$ cat config.mk
export PLATFORM = sky130hd
export DESIGN_NAME = disk_image_sector_id_validator_top
export DESIGN_NICKNAME = d
export VERILOG_FILES = /design/src/hw/rtl/dsiv_pkg.sv /design/src/hw/rtl/dsiv_front.sv /design/src/hw/rtl/dsiv_queue.sv /design/src/hw/rtl/dsiv_back.sv /design/src/hw/rtl/disk_image_sector_id_validator_top.sv
export SDC_FILE = /design/constraint.sdc
export NUM_CORES = 1
export LEC_CHECK = 0
export BUFFER_PORTS_ARGS = -buffer_cell sky130_fd_sc_hd__buf_2
export CORE_MARGIN = 1.5
export CORE_UTILIZATION = 55
export DETAILED_ROUTE_END_ITERATION = 6
export GPL_ROUTABILITY_DRIVEN = 1
export PLACE_DENSITY = 0.78
export SLEW_MARGIN = 40
export SYNTH_ARGS = -nofsm -noshare
export SYNTH_HDL_FRONTEND = slang
export SYNTH_SLANG_ARGS = --single-unit
export TNS_END_PERCENT = 1
$ cat constraint.sdc
create_clock -name aclk -period 5.1 [get_ports aclk]
set_input_delay 0.255 -clock aclk [delete_from_list [all_inputs] [get_ports aclk]]
set_output_delay 0.255 -clock aclk [all_outputs]
set_load 0.01 [all_outputs]
$ cat src/hw/rtl/dsiv_pkg.sv
// Shared types and constants for the sector ID header validator.
// No dependencies; every other file of the block imports this package.
`timescale 1ns / 1ps
`default_nettype none

package dsiv_pkg;

    // Opcode carried on tuser
    localparam logic OP_ENTRY = 1'b0;
    localparam logic OP_END   = 1'b1;

    localparam logic [7:0] FREE_MARK    = 8'hFF;
    localparam logic [7:0] PROTECT_ON   = 8'hFF;
    localparam logic [7:0] PROTECT_OFF  = 8'h00;
    localparam logic [11:0] COUNT_MAX   = 12'hFFF;

    // Result status codes
    localparam logic [2:0] STATUS_OK          = 3'd0;
    localparam logic [2:0] STATUS_TOO_SMALL   = 3'd1;
    localparam logic [2:0] STATUS_INVALID     = 3'd2;
    localparam logic [2:0] STATUS_BAD_TRACKS  = 3'd3;
    localparam logic [2:0] STATUS_BAD_SECTORS = 3'd4;

    // Register indexes (byte address = 4 * index)
    localparam logic [2:0] REG_ZERO_LIMIT   = 3'd0;
    localparam logic [2:0] REG_TRACK_LIMIT  = 3'd1;
    localparam logic [2:0] REG_SECTOR_LIMIT = 3'd2;
    localparam logic [2:0] REG_MAX_TRACK    = 3'd3;
    localparam logic [2:0] REG_MAX_SECTOR   = 3'd4;

    localparam int SIZE_W      = 22;
    localparam int QUEUE_DEPTH = 4;
    localparam int QPTR_W      = $clog2(QUEUE_DEPTH);
    localparam int QCNT_W      = $clog2(QUEUE_DEPTH + 1);

    typedef struct packed {
        logic [11:0] zero_limit;
        logic [11:0] track_limit;
        logic [11:0] sector_limit;
    } limits_t;

    // One classified command from the front to the back
    typedef struct packed {
        logic        is_end;
        logic        zero;
        logic [1:0]  trk_err;
        logic        sec_err;
        logic [1:0]  size_code;
        logic        prot_ok;
        logic        hdr_short;
        logic [31:0] bytes_after;
    } cmd_t;

    // Sector data size for flags bits 1:0
    function automatic logic [SIZE_W-1:0] entry_bytes(input logic [1:0] code);
        logic [SIZE_W-1:0] sz;
        case (code)
            2'd0:    sz = SIZE_W'(256);
            2'd1:    sz = SIZE_W'(128);
            2'd2:    sz = SIZE_W'(1024);
            2'd3:    sz = SIZE_W'(512);
            default: sz = SIZE_W'(256);
        endcase
        return sz;
    endfunction

    // Saturating add of a small increment to a 12-bit counter
    function automatic logic [11:0] sat_add(input logic [11:0] c, input logic [1:0] inc);
        logic [12:0] s;
        s = {1'b0, c} + {11'b0, inc};
        return s[12] ? COUNT_MAX : s[11:0];
    endfunction

endpackage

`default_nettype wire

$ cat src/hw/rtl/dsiv_front.sv
// Front end: accepts input transactions, tracks entry continuity and
// classifies each used entry or end item into a command. Uses dsiv_pkg.
`timescale 1ns / 1ps
`default_nettype none

module dsiv_front import dsiv_pkg::*; #(
    parameter int ENTRIES_PER_HEADER = 2901
) (
    input  wire logic        aclk,
    input  wire logic        aresetn,
    input  wire logic        s_tvalid,
    output logic             s_tready,
    input  wire logic [71:0] s_tdata,
    input  wire logic        s_tuser,
    input  wire logic [7:0]  max_track,
    input  wire logic [7:0]  max_sector,
    input  wire logic        q_full,
    output logic             push,
    output cmd_t             push_cmd
);

    localparam int CNT_W = $clog2(ENTRIES_PER_HEADER + 1);

    logic [7:0]       prev_track_reg, prev_track_next;
    logic             first_entry_reg, first_entry_next;
    logic [CNT_W-1:0] entry_count_reg, entry_count_next;

    logic [7:0] trk, sec, flg, prot;
    logic       accept, is_end, in_window, free, cont_err, over_trk;

    assign trk  = s_tdata[7:0];
    assign sec  = s_tdata[15:8];
    assign flg  = s_tdata[23:16];
    assign prot = s_tdata[31:24];

    assign s_tready  = !q_full;
    assign accept    = s_tvalid && s_tready;
    assign is_end    = (s_tuser == OP_END);
    assign in_window = entry_count_reg < CNT_W'(ENTRIES_PER_HEADER);
    assign free      = (trk == FREE_MARK) || (sec == FREE_MARK);
    // nine-bit compare, so a previous 0xFF matches only 0xFF
    assign cont_err  = !first_entry_reg && (trk != prev_track_reg) &&
                       ({1'b0, trk} != ({1'b0, prev_track_reg} + 9'd1));
    assign over_trk  = trk > max_track;

    assign push = accept && (is_end || (in_window && !free));

    always_comb begin
        push_cmd.is_end      = is_end;
        push_cmd.zero        = (trk == 8'd0) && (sec == 8'd0) && (flg == 8'd0);
        push_cmd.trk_err     = {1'b0, cont_err} + {1'b0, over_trk};
        push_cmd.sec_err     = sec > max_sector;
        push_cmd.size_code   = flg[1:0];
        push_cmd.prot_ok     = (prot == PROTECT_ON) || (prot == PROTECT_OFF);
        push_cmd.hdr_short   = s_tdata[64];
        push_cmd.bytes_after = s_tdata[63:32];
    end

    always_comb begin
        prev_track_next  = prev_track_reg;
        first_entry_next = first_entry_reg;
        entry_count_next = entry_count_reg;
        if (accept) begin
            if (is_end) begin
                prev_track_next  = 8'd0;
                first_entry_next = 1'b1;
                entry_count_next = '0;
            end else if (in_window) begin
                prev_track_next  = trk;
                first_entry_next = 1'b0;
                entry_count_next = entry_count_reg + CNT_W'(1);
            end
        end
    end

    always_ff @(posedge aclk) begin
        if (!aresetn) begin
            prev_track_reg  <= 8'd0;
            first_entry_reg <= 1'b1;
            entry_count_reg <= '0;
        end else begin
            prev_track_reg  <= prev_track_next;
            first_entry_reg <= first_entry_next;
            entry_count_reg <= entry_count_next;
        end
    end

    a_count_bound: assert property (@(posedge aclk) disable iff (!aresetn)
        entry_count_reg <= CNT_W'(ENTRIES_PER_HEADER))
        else $error("entry count ran past the header size");

    a_end_clears: assert property (@(posedge aclk) disable iff (!aresetn)
        accept && is_end |=> first_entry_reg && entry_count_reg == '0)
        else $error("end item did not clear the front state");

    a_no_push_full: assert property (@(posedge aclk) disable iff (!aresetn)
        q_full |-> !push)
        else $error("push while queue full");

endmodule

`default_nettype wire

$ cat src/hw/rtl/dsiv_queue.sv
// Short command queue between front and back, register based.
// Uses cmd_t and queue sizing from dsiv_pkg.
`timescale 1ns / 1ps
`default_nettype none

module dsiv_queue import dsiv_pkg::*; (
    input  wire logic aclk,
    input  wire logic aresetn,
    input  wire logic push,
    input  wire cmd_t push_cmd,
    input  wire logic pop,
    output logic      q_full,
    output logic      q_valid,
    output cmd_t      q_cmd
);

    cmd_t              slot_reg [QUEUE_DEPTH];
    logic [QPTR_W-1:0] wr_ptr_reg, wr_ptr_next;
    logic [QPTR_W-1:0] rd_ptr_reg, rd_ptr_next;
    logic [QCNT_W-1:0] count_reg, count_next;
    logic              do_push, do_pop;

    assign q_full  = count_reg == QCNT_W'(QUEUE_DEPTH);
    assign q_valid = count_reg != '0;
    assign q_cmd   = slot_reg[rd_ptr_reg];
    assign do_push = push && !q_full;
    assign do_pop  = pop && q_valid;

    always_comb begin
        wr_ptr_next = do_push ? wr_ptr_reg + QPTR_W'(1) : wr_ptr_reg;
        rd_ptr_next = do_pop  ? rd_ptr_reg + QPTR_W'(1) : rd_ptr_reg;
        count_next  = count_reg;
        if (do_push && !do_pop) begin
            count_next = count_reg + QCNT_W'(1);
        end else if (do_pop && !do_push) begin
            count_next = count_reg - QCNT_W'(1);
        end
    end

    always_ff @(posedge aclk) begin
        if (!aresetn) begin
            wr_ptr_reg <= '0;
            rd_ptr_reg <= '0;
            count_reg  <= '0;
        end else begin
            wr_ptr_reg <= wr_ptr_next;
            rd_ptr_reg <= rd_ptr_next;
            count_reg  <= count_next;
        end
    end

    always_ff @(posedge aclk) begin
        if (do_push) begin
            slot_reg[wr_ptr_reg] <= push_cmd;
        end
    end

    a_count_bound: assert property (@(posedge aclk) disable iff (!aresetn)
        count_reg <= QCNT_W'(QUEUE_DEPTH))
        else $error("queue count out of range");

    a_ptr_sync: assert property (@(posedge aclk) disable iff (!aresetn)
        QPTR_W'(wr_ptr_reg - rd_ptr_reg) == QPTR_W'(count_reg))
        else $error("queue pointers disagree with count");

    a_full_holds: assert property (@(posedge aclk) disable iff (!aresetn)
        q_full && !pop |=> q_full)
        else $error("full queue lost a command without a pop");

endmodule

`default_nettype wire

$ cat src/hw/rtl/dsiv_back.sv
// Back end: applies commands to the header counters and, on an end
// command, forms status and size in the output register. Uses dsiv_pkg.
`timescale 1ns / 1ps
`default_nettype none

module dsiv_back import dsiv_pkg::*; (
    input  wire logic        aclk,
    input  wire logic        aresetn,
    input  wire logic        q_valid,
    input  wire cmd_t        q_cmd,
    output logic             pop,
    input  wire limits_t     limits,
    output logic             m_tvalid,
    input  wire logic        m_tready,
    output logic [31:0]      m_tdata
);

    logic [11:0]       zero_count_reg, zero_count_next;
    logic [11:0]       trk_count_reg, trk_count_next;
    logic [11:0]       sec_count_reg, sec_count_next;
    logic [SIZE_W-1:0] size_sum_reg, size_sum_next;
    logic              m_tvalid_reg, m_tvalid_next;
    logic [2:0]        status_reg, status_next;
    logic [SIZE_W-1:0] data_bytes_reg, data_bytes_next;
    logic              out_free;

    assign out_free = !m_tvalid_reg || m_tready;
    assign pop      = q_valid && (!q_cmd.is_end || out_free);
    assign m_tvalid = m_tvalid_reg;
    assign m_tdata  = {7'd0, data_bytes_reg, status_reg};

    always_comb begin
        if (q_cmd.hdr_short) begin
            status_next = STATUS_TOO_SMALL;
        end else if (!q_cmd.prot_ok) begin
            status_next = STATUS_INVALID;
        end else if (zero_count_reg >= limits.zero_limit) begin
            status_next = STATUS_INVALID;
        end else if (trk_count_reg >= limits.track_limit) begin
            status_next = STATUS_BAD_TRACKS;
        end else if (sec_count_reg >= limits.sector_limit) begin
            status_next = STATUS_BAD_SECTORS;
        end else if (q_cmd.bytes_after < {10'd0, size_sum_reg}) begin
            status_next = STATUS_TOO_SMALL;
        end else begin
            status_next = STATUS_OK;
        end
    end

    always_comb begin
        zero_count_next = zero_count_reg;
        trk_count_next  = trk_count_reg;
        sec_count_next  = sec_count_reg;
        size_sum_next   = size_sum_reg;
        m_tvalid_next   = m_tvalid_reg && !m_tready;
        data_bytes_next = data_bytes_reg;
        if (pop) begin
            if (q_cmd.is_end) begin
                zero_count_next = 12'd0;
                trk_count_next  = 12'd0;
                sec_count_next  = 12'd0;
                size_sum_next   = '0;
                m_tvalid_next   = 1'b1;
                data_bytes_next = size_sum_reg;
            end else begin
                zero_count_next = sat_add(zero_count_reg, {1'b0, q_cmd.zero});
                trk_count_next  = sat_add(trk_count_reg, q_cmd.trk_err);
                sec_count_next  = sat_add(sec_count_reg, {1'b0, q_cmd.sec_err});
                size_sum_next   = size_sum_reg + entry_bytes(q_cmd.size_code);
            end
        end
    end

    always_ff @(posedge aclk) begin
        if (!aresetn) begin
            zero_count_reg <= 12'd0;
            trk_count_reg  <= 12'd0;
            sec_count_reg  <= 12'd0;
            size_sum_reg   <= '0;
            m_tvalid_reg   <= 1'b0;
        end else begin
            zero_count_reg <= zero_count_next;
            trk_count_reg  <= trk_count_next;
            sec_count_reg  <= sec_count_next;
            size_sum_reg   <= size_sum_next;
            m_tvalid_reg   <= m_tvalid_next;
        end
    end

    // result payload holds until taken
    always_ff @(posedge aclk) begin
        if (pop && q_cmd.is_end) begin
            status_reg     <= status_next;
            data_bytes_reg <= data_bytes_next;
        end
    end

    a_end_clears: assert property (@(posedge aclk) disable iff (!aresetn)
        pop && q_cmd.is_end |=> size_sum_reg == '0 && trk_count_reg == 12'd0)
        else $error("end command did not clear the counters");

    a_no_overwrite: assert property (@(posedge aclk) disable iff (!aresetn)
        m_tvalid_reg && !m_tready |-> !(pop && q_cmd.is_end))
        else $error("pending result overwritten");

    a_status_range: assert property (@(posedge aclk) disable iff (!aresetn)
        m_tvalid_reg |-> status_reg <= STATUS_BAD_SECTORS)
        else $error("status code out of range");

endmodule

`default_nettype wire

$ cat src/hw/rtl/disk_image_sector_id_validator_top.sv
// Top level of the sector ID header validator: register port, front end,
// command queue and back end. Depends on dsiv_pkg, dsiv_front, dsiv_queue, dsiv_back.
//
//   channel  direction  handshake               payload
//   s_       in         s_tvalid / s_tready     s_tdata[71:0], s_tuser (opcode)
//   m_       out        m_tvalid / m_tready     m_tdata[31:0]
//   cfg      in         psel, penable, pwrite   paddr[4:0], pwdata, prdata
//
// One transaction per cycle on the input while the queue is not full; each passes
// front, queue and back in order. A result is loaded into the output register at the
// edge that pops its end item from the queue; an accepted end item is first written
// into a queue slot. The queue holds four commands; the input stalls only when it
// is full, which happens when an end item waits on a result not yet taken on m_.
// Reset is synchronous, active low, restores the limit registers and clears all counters.
`timescale 1ns / 1ps
`default_nettype none

module disk_image_sector_id_validator_top import dsiv_pkg::*; #(
    parameter int ENTRIES_PER_HEADER = 2901
) (
    input  wire logic        aclk,
    input  wire logic        aresetn,
    input  wire logic        s_tvalid,
    output logic             s_tready,
    // track_id[7:0], sector_id[15:8], flag_bits[23:16], protect_byte[31:24],
    // bytes_after[63:32], header_short[64], zero[71:65]
    input  wire logic [71:0] s_tdata,
    // opcode[0]
    input  wire logic        s_tuser,
    output logic             m_tvalid,
    input  wire logic        m_tready,
    // status[2:0], data_bytes[24:3], zero[31:25]
    output logic [31:0]      m_tdata,
    input  wire logic        psel,
    input  wire logic        penable,
    input  wire logic        pwrite,
    input  wire logic [4:0]  paddr,
    input  wire logic [31:0] pwdata,
    output logic [31:0]      prdata,
    output logic             pready
);

    logic [11:0] zero_limit_reg, zero_limit_next;
    logic [11:0] track_limit_reg, track_limit_next;
    logic [11:0] sector_limit_reg, sector_limit_next;
    logic [7:0]  max_track_reg, max_track_next;
    logic [7:0]  max_sector_reg, max_sector_next;
    logic        wr_en;
    logic [2:0]  reg_idx;
    limits_t     limits;

    logic q_full, q_valid, push, pop;
    cmd_t push_cmd, q_cmd;

    assign pready  = 1'b1;
    assign wr_en   = psel && penable && pwrite && pready;
    assign reg_idx = paddr[4:2];

    always_comb begin
        zero_limit_next   = zero_limit_reg;
        track_limit_next  = track_limit_reg;
        sector_limit_next = sector_limit_reg;
        max_track_next    = max_track_reg;
        max_sector_next   = max_sector_reg;
        if (wr_en) begin
            case (reg_idx)
                REG_ZERO_LIMIT:   zero_limit_next   = pwdata[11:0];
                REG_TRACK_LIMIT:  track_limit_next  = pwdata[11:0];
                REG_SECTOR_LIMIT: sector_limit_next = pwdata[11:0];
                REG_MAX_TRACK:    max_track_next    = pwdata[7:0];
                REG_MAX_SECTOR:   max_sector_next   = pwdata[7:0];
                default: ;
            endcase
        end
    end

    always_comb begin
        case (reg_idx)
            REG_ZERO_LIMIT:   prdata = {20'd0, zero_limit_reg};
            REG_TRACK_LIMIT:  prdata = {20'd0, track_limit_reg};
            REG_SECTOR_LIMIT: prdata = {20'd0, sector_limit_reg};
            REG_MAX_TRACK:    prdata = {24'd0, max_track_reg};
            REG_MAX_SECTOR:   prdata = {24'd0, max_sector_reg};
            default:          prdata = 32'd0;
        endcase
    end

    always_ff @(posedge aclk) begin
        if (!aresetn) begin
            zero_limit_reg   <= 12'd40;
            track_limit_reg  <= 12'd20;
            sector_limit_reg <= 12'd20;
            max_track_reg    <= 8'd80;
            max_sector_reg   <= 8'd32;
        end else begin
            zero_limit_reg   <= zero_limit_next;
            track_limit_reg  <= track_limit_next;
            sector_limit_reg <= sector_limit_next;
            max_track_reg    <= max_track_next;
            max_sector_reg   <= max_sector_next;
        end
    end

    always_comb begin
        limits.zero_limit   = zero_limit_reg;
        limits.track_limit  = track_limit_reg;
        limits.sector_limit = sector_limit_reg;
    end

    dsiv_front #(
        .ENTRIES_PER_HEADER(ENTRIES_PER_HEADER)
    ) u_front (
        .aclk       (aclk),
        .aresetn    (aresetn),
        .s_tvalid   (s_tvalid),
        .s_tready   (s_tready),
        .s_tdata    (s_tdata),
        .s_tuser    (s_tuser),
        .max_track  (max_track_reg),
        .max_sector (max_sector_reg),
        .q_full     (q_full),
        .push       (push),
        .push_cmd   (push_cmd)
    );

    dsiv_queue u_queue (
        .aclk     (aclk),
        .aresetn  (aresetn),
        .push     (push),
        .push_cmd (push_cmd),
        .pop      (pop),
        .q_full   (q_full),
        .q_valid  (q_valid),
        .q_cmd    (q_cmd)
    );

    dsiv_back u_back (
        .aclk     (aclk),
        .aresetn  (aresetn),
        .q_valid  (q_valid),
        .q_cmd    (q_cmd),
        .pop      (pop),
        .limits   (limits),
        .m_tvalid (m_tvalid),
        .m_tready (m_tready),
        .m_tdata  (m_tdata)
    );

endmodule

`default_nettype wire

# Word level (Yosys, flattened, before mapping)

Memories as Yosys holds them, arrays and structs flattened. A register that Yosys moved wholly into a read port is not among the register bits.
Cells that the tools add are included.

Flip-flop bits (word level): 164
Latch bits: 0
RAM bits: 164
Bits in read-only memories: 0
Input port bits: 117
Output and inout bits: 67
Logic and storage cells: 128
Memories kept: 1

$add $sub $neg: 11
Multipliers: 0
Divide/modulo/power cells: 0
$lt $le $gt $ge: 7
Eq/ne operators: 13
Shifts and indexed selects: 0
Muxes and demuxes: 30
Bitwise gates (word level): 1
Reduce and logical (&&, ||, !) cells: 46

Memories:

| name             | depth | width | read ports | clocked after Yosys merged registers in | wr ports | RTL line         | text |
|---|---|---|---|---|---|---|---|
| u_queue.slot_reg | 4     | 41    | 1          | 1                                       | 1        | dsiv_queue.sv:17 | `cmd_t slot_reg [QUEUE_DEPTH];` |

Operator list:

| cell                                          | count |
|---|---|
| 2-to-1 mux 12 bit                             | 8 |
| case mux 22 bit (4 select lines)              | 1 |
| 2-to-1 mux 22 bit                             | 3 |
| case mux 12 bit (5 select lines)              | 1 |
| >= comparator 12 bit                          | 3 |
| zero test 8 bit                               | 4 |
| < comparator 32 x 22 -> 1 bit                 | 1 |
| adder 12 x 1 -> 13 bit                        | 2 |
| == test 8 bit, second input constant          | 3 |
| adder 22 bit                                  | 1 |
| > comparator 8 bit                            | 2 |
| logical AND 1 bit                             | 16 |
| 2-to-1 mux 8 bit                              | 2 |
| adder 12 x 2 -> 13 bit                        | 1 |
| adder 12 x 1 -> 12 bit, second input constant | 1 |
| < comparator 12 bit, second input constant    | 1 |
| AND reduction 2 bit                           | 6 |
| 2-to-1 mux 2 bit                              | 5 |
| adder 8 x 1 -> 9 bit, second input constant   | 1 |
| 2-to-1 mux 3 bit                              | 3 |
| inequality test 8 x 9 -> 1 bit                | 1 |
| zero test 1 bit                               | 8 |
| inequality test 8 bit                         | 1 |
| 2-to-1 mux 1 bit                              | 7 |
| 17 further kinds                              | 26 |

# Longest topological paths before layout

Depth after elaboration: 11
Depth in mapped cells: 15
Mapped depth without buffers: 14

# By module

A second synthesis with hierarchy kept.

Cell total of the unflattened synthesis: 1381
Area, all modules: 15950.3 µm²

Modules (own cells, without submodules):

| module                             | instances | cells each | area each (µm²) | sequential area each (µm²) |
|---|---|---|---|---|
| dsiv_queue                         | 1         | 263        | 6451.2          | 5104.9 |
| dsiv_back                          | 1         | 561        | 4840.9          | 1581.5 |
| disk_image_sector_id_validator_top | 1         | 280        | 2583.7          | 1041.0 |
| dsiv_front                         | 1         | 277        | 2074.5          | 420.4 |

# Worst setup path before layout

OpenSTA, ideal clock, no wires.

Kind: flip-flop to flip-flop
Start: register (tool-made name)
End: register u_back.trk_count_reg[1]
Setup time: 0.065 ns
Data arrival time: 2.882 ns
Required time: 5.035 ns
Setup slack: 2.153 ns
Stages on the path, launching flop included: 14
Path buffers: 3
Clock period less this slack: 2.947 ns
Path through: dfxtp_1 > buf_4 > buf_1 > mux4_2 > ha_1 > inv_1 > fa_1 > nor2_1 > nand3_1 > or3_1 > clkbuf_1 > a21oi_1 > a21oi_1 > nor2_1

RTL lines:

| what                 | RTL line        | text |
|---|---|---|
| end signal, assigned | dsiv_back.sv:83 | `trk_count_reg <= trk_count_next;` |
| end, declared        | dsiv_back.sv:19 | `logic [11:0] trk_count_reg, trk_count_next;` |

==> flow_metrics.tcl <==
set metrics [dict create \
    fp.dieW_um 162 \
    cp_top_family "flip-flops" \
    synth_edf_count 154 \
    die_h_um 162 \
    gp_congestion 0.846 \
    synth_most_common_cell "edfxtp_1" \
    clkPwrFrac 0.318 \
    cts_tree "yes" \
    yosys.cell_types.count 59 \
    setup_viol_count_final 0 \
    routed-wl-met3_mm 1.71 \
    post-route-period-util 0.624 \
    yosys-top-cells-count "edfxtp_1 (154), dfxtp_1 (134), nand2_1 (127), nor2_1 (115), a21oi_1 (99)" \
    cp_slowest_stage_delay_ns 0.74 \
    grt_start_max_net_pins 62 \
    coreArea_sq_mm 0.0250 \
    relSlewSlack 0.471 \
    io_pins 184 \
    routedWlPerCell_um 17.3 \
    rr_endpoint "u_queue.count_reg[2]" \
    tightest_slew_ns 0.793 \
    drive_gt1_frac 0.136 \
    multi_input_area_sq_mm 0.00602 \
    ff2ff_setup_slack_ns 1.92 \
    start_util 0.558 \
    drt_iter0_drc 674 \
    dp_hpwl_mm 21.3 \
    period_minus_slack_ns 3.18 \
    grt_pass1_wl_mm 50.6 \
    syn_avg_cell_area_sq_um 10.6 \
    end_kind "flop" \
    slew_violations 0 \
    m1WireLength_mm 13.1 \
    grt_antenna_before_repair 2 \
    cts_made_buffers 30 \
    port_buffers 112 \
    fin_skew_ns 0.0146 \
    cp.arrival_ns 3.67 \
    cts.sinks 288 \
    via_per_inst 5.62 \
    p_leak_nw 6.03 \
    cpMaxStageDelayCell "dfxtp_1" \
    clock.fmax_mhz 314 \
    power_frac_seq 0.456 \
    crit_required_ns 5.59 \
    crit_fanout 28 \
    critPathCapture "u_queue.count_reg[2]" \
    clockRootBuffer "clkbuf_16" \
    wirelength_mm 31.3 \
    rsz0062_at_grt "false" \
    synth_top_area_frac 0.331 \
    synth_area_sq_mm 0.0140 \
    wl_met2_mm 15.3 \
    drtAntennaViolNets 0 \
    fin_tns_setup_ns 0 \
    power_density_mw_per_mm2 390 \
    dr.pass1.iters 5 \
    whs_ns 0.0189 \
    post-route-util 0.638 \
    swShare 0.302 \
    synth_seq_area_share 0.523 \
    track_usage 0.241 \
    seq_area_sq_mm 0.00731 \
    p_sw_w 0.00188 \
    row_count 58 \
    combPwrFrac 0.226 \
    ys.flop_type "edfxtp_1" \
    ctsResizeCount 0 \
    htree_levels 1 \
    nNetsFinal 1663 \
    hold_viol 0 \
    synth_area_leaders "edfxtp_1 (33%), dfxtp_1 (19%), ha_1 (7.7%)" \
    fp.dieArea_sq_mm 0.0264 \
    yosysTopAreaCell "edfxtp_1" \
    insertion_delay_ns 0.56 \
    vias 10200 \
    r2r_cells 10 \
    worst-setup-path-type "flop to flop" \
    largest_reg_flops 136 \
    fill_cells 1949 \
    overflow 0 \
    cts.path.max_buffers 3 \
    ys_seq_elements 288 \
    netlist_instances 1316 \
    drc_errors 0 \
    path_cells "mux4_2, a21oi_2, buf_4, inv_4, ha_1, inv_1, fa_1, xor2_1, or3_1, a21oi_1" \
    whs_path_depth 3 \
    synth-async-reset-ratio 0 \
    fin_cells 1811 \
    cap_violations 0 \
    place_inst 1718 \
    crit_path_start_kind "flop" \
    p_int_w 0.00435 \
    grt_pass1_vias 10000 \
    timing.critical_path.buf_inv 3 \
    status "finished clean" \
    hold_class "input pin to flop" \
    topRoutingLayerUsed "met4" \
    clk_pin_slew_worst_paths_ns 0.06 \
    vdd_ir_drop_max_mv 0.306 \
    yosys_warnings 0 \
    synthToLayoutAreaGrowth_pct 14.4 \
    crit_cells 10 \
]
==> layout make-up <==
type / instances / share of cell area
Antenna cell: 1 / 0.000157
Timing Repair Buffer: 160 / 0.0634
Clock inverter: 16 / 0.00681
Tap cell: 330 / 0.0258
Multi-Input combinational cell: 893 / 0.376
Sequential cell: 288 / 0.458
Inverter: 84 / 0.0200
Clock buffer: 39 / 0.0497
==> how the worst min path moves through the flow <==
| stage | startpoint | slack, ns | to |
|---|---|---|---|
| 2_1_floorplan | s_tdata[42] | 0.35 | u_queue.slot_reg[0][10] |
| 3_3_place_gp | u_back.size_sum_reg[21] | 0.42 | u_back.data_bytes_reg[21] |
| 3_5_place_dp | u_back.size_sum_reg[21] | 0.42 | u_back.data_bytes_reg[21] |
| 4_1_cts | pwdata[4] | 0.0004 | zero_limit_reg[4] |
| 5_1_grt | pwdata[3] | 0.01 | track_limit_reg[3] |
| 6_report | pwdata[0] | 0.02 | zero_limit_reg[0] |
==> kinds of logic (layout without fill, tap and decap cells) <==
logic type      Yosys count  after routing  synth area share
simple gates            413            413             0.139
xor+xnor                 38             38            0.0238
buf+inv                 168            299            0.0561
fa+ha+maj                89             89            0.0813
other cells               2             36          0.000538
compound gates          247            247             0.104
mux                      71             71            0.0724
flops                   288            288             0.523
==> per-stage QoR <==
step	cell area, sq um	setup slack, ns	total power, W
floorplan	14100	2.15	0.00385
finish	16000	1.92	0.00623
CTS	16000	1.91	0.00627
global route	16000	1.70	0.00653
global placement	14700	1.50	0.00419
detailed placement	14700	1.95	0.00426
==> worst reg2reg max path: cells and delay by family, from the launching register on <==
kind,cells,cell delay [ns]
AO/OA/AOI/OAI,2,0.22
XOR/XNOR,1,0.16
adder cells (fa/ha/maj),2,0.63
buffers and inverters,3,0.62
flip-flops,1,0.74
multiplexers,1,0.42
AND/OR/NAND/NOR,1,0.31
==> metal layers <==
metal	vias to the layer above	GRT usage
li1	4945	-
met4	0	0.0942
met1	4827	0.304
met3	72	0.0387
met5	-	0
met2	327	0.415
==> what timing repair did <==
item,4_1_cts,5_1_grt
hold buffers,37,0
hold endpoints to repair,138,0
setup buffers,0,0
==> placed cells by master, fill, tap and decap left out, drive strengths merged, types with 6 or more instances in the layout <==
cell type    count
mux4            24
dfxtp          134
clkinv          16
and3            10
a21oi          101
nand3           36
dlygate4sd3     37
clkbuf          39
edfxtp         154
o21ai           65
ha              86
a31oi            6
nor4            22
nand3b           8
inv             84
nor3            20
mux2i           47
nand2b           7
a22oi            7
o22ai            8
nor2           117
a21o            15
or3              8
nand2          127
o21a             7
a211oi           8
xnor2           29
o211ai          14
conb            35
buf            123
nand4           22
nor2b           19
xor2             9
==> power by group through the flow <==
| stage | logic (W) | clock network, W | registers, W |
|---|---|---|---|
| final | 0.00141 | 0.00198 | 0.00284 |
| after detailed placement | 0.00136 | 0 | 0.00290 |
| after global routing | 0.00155 | 0.00211 | 0.00287 |
| after floorplan | 0.00102 | 0 | 0.00283 |
| after global placement | 0.00131 | 0 | 0.00288 |
| after CTS | 0.00141 | 0.00201 | 0.00285 |
(Power assumes the default switching activity.)
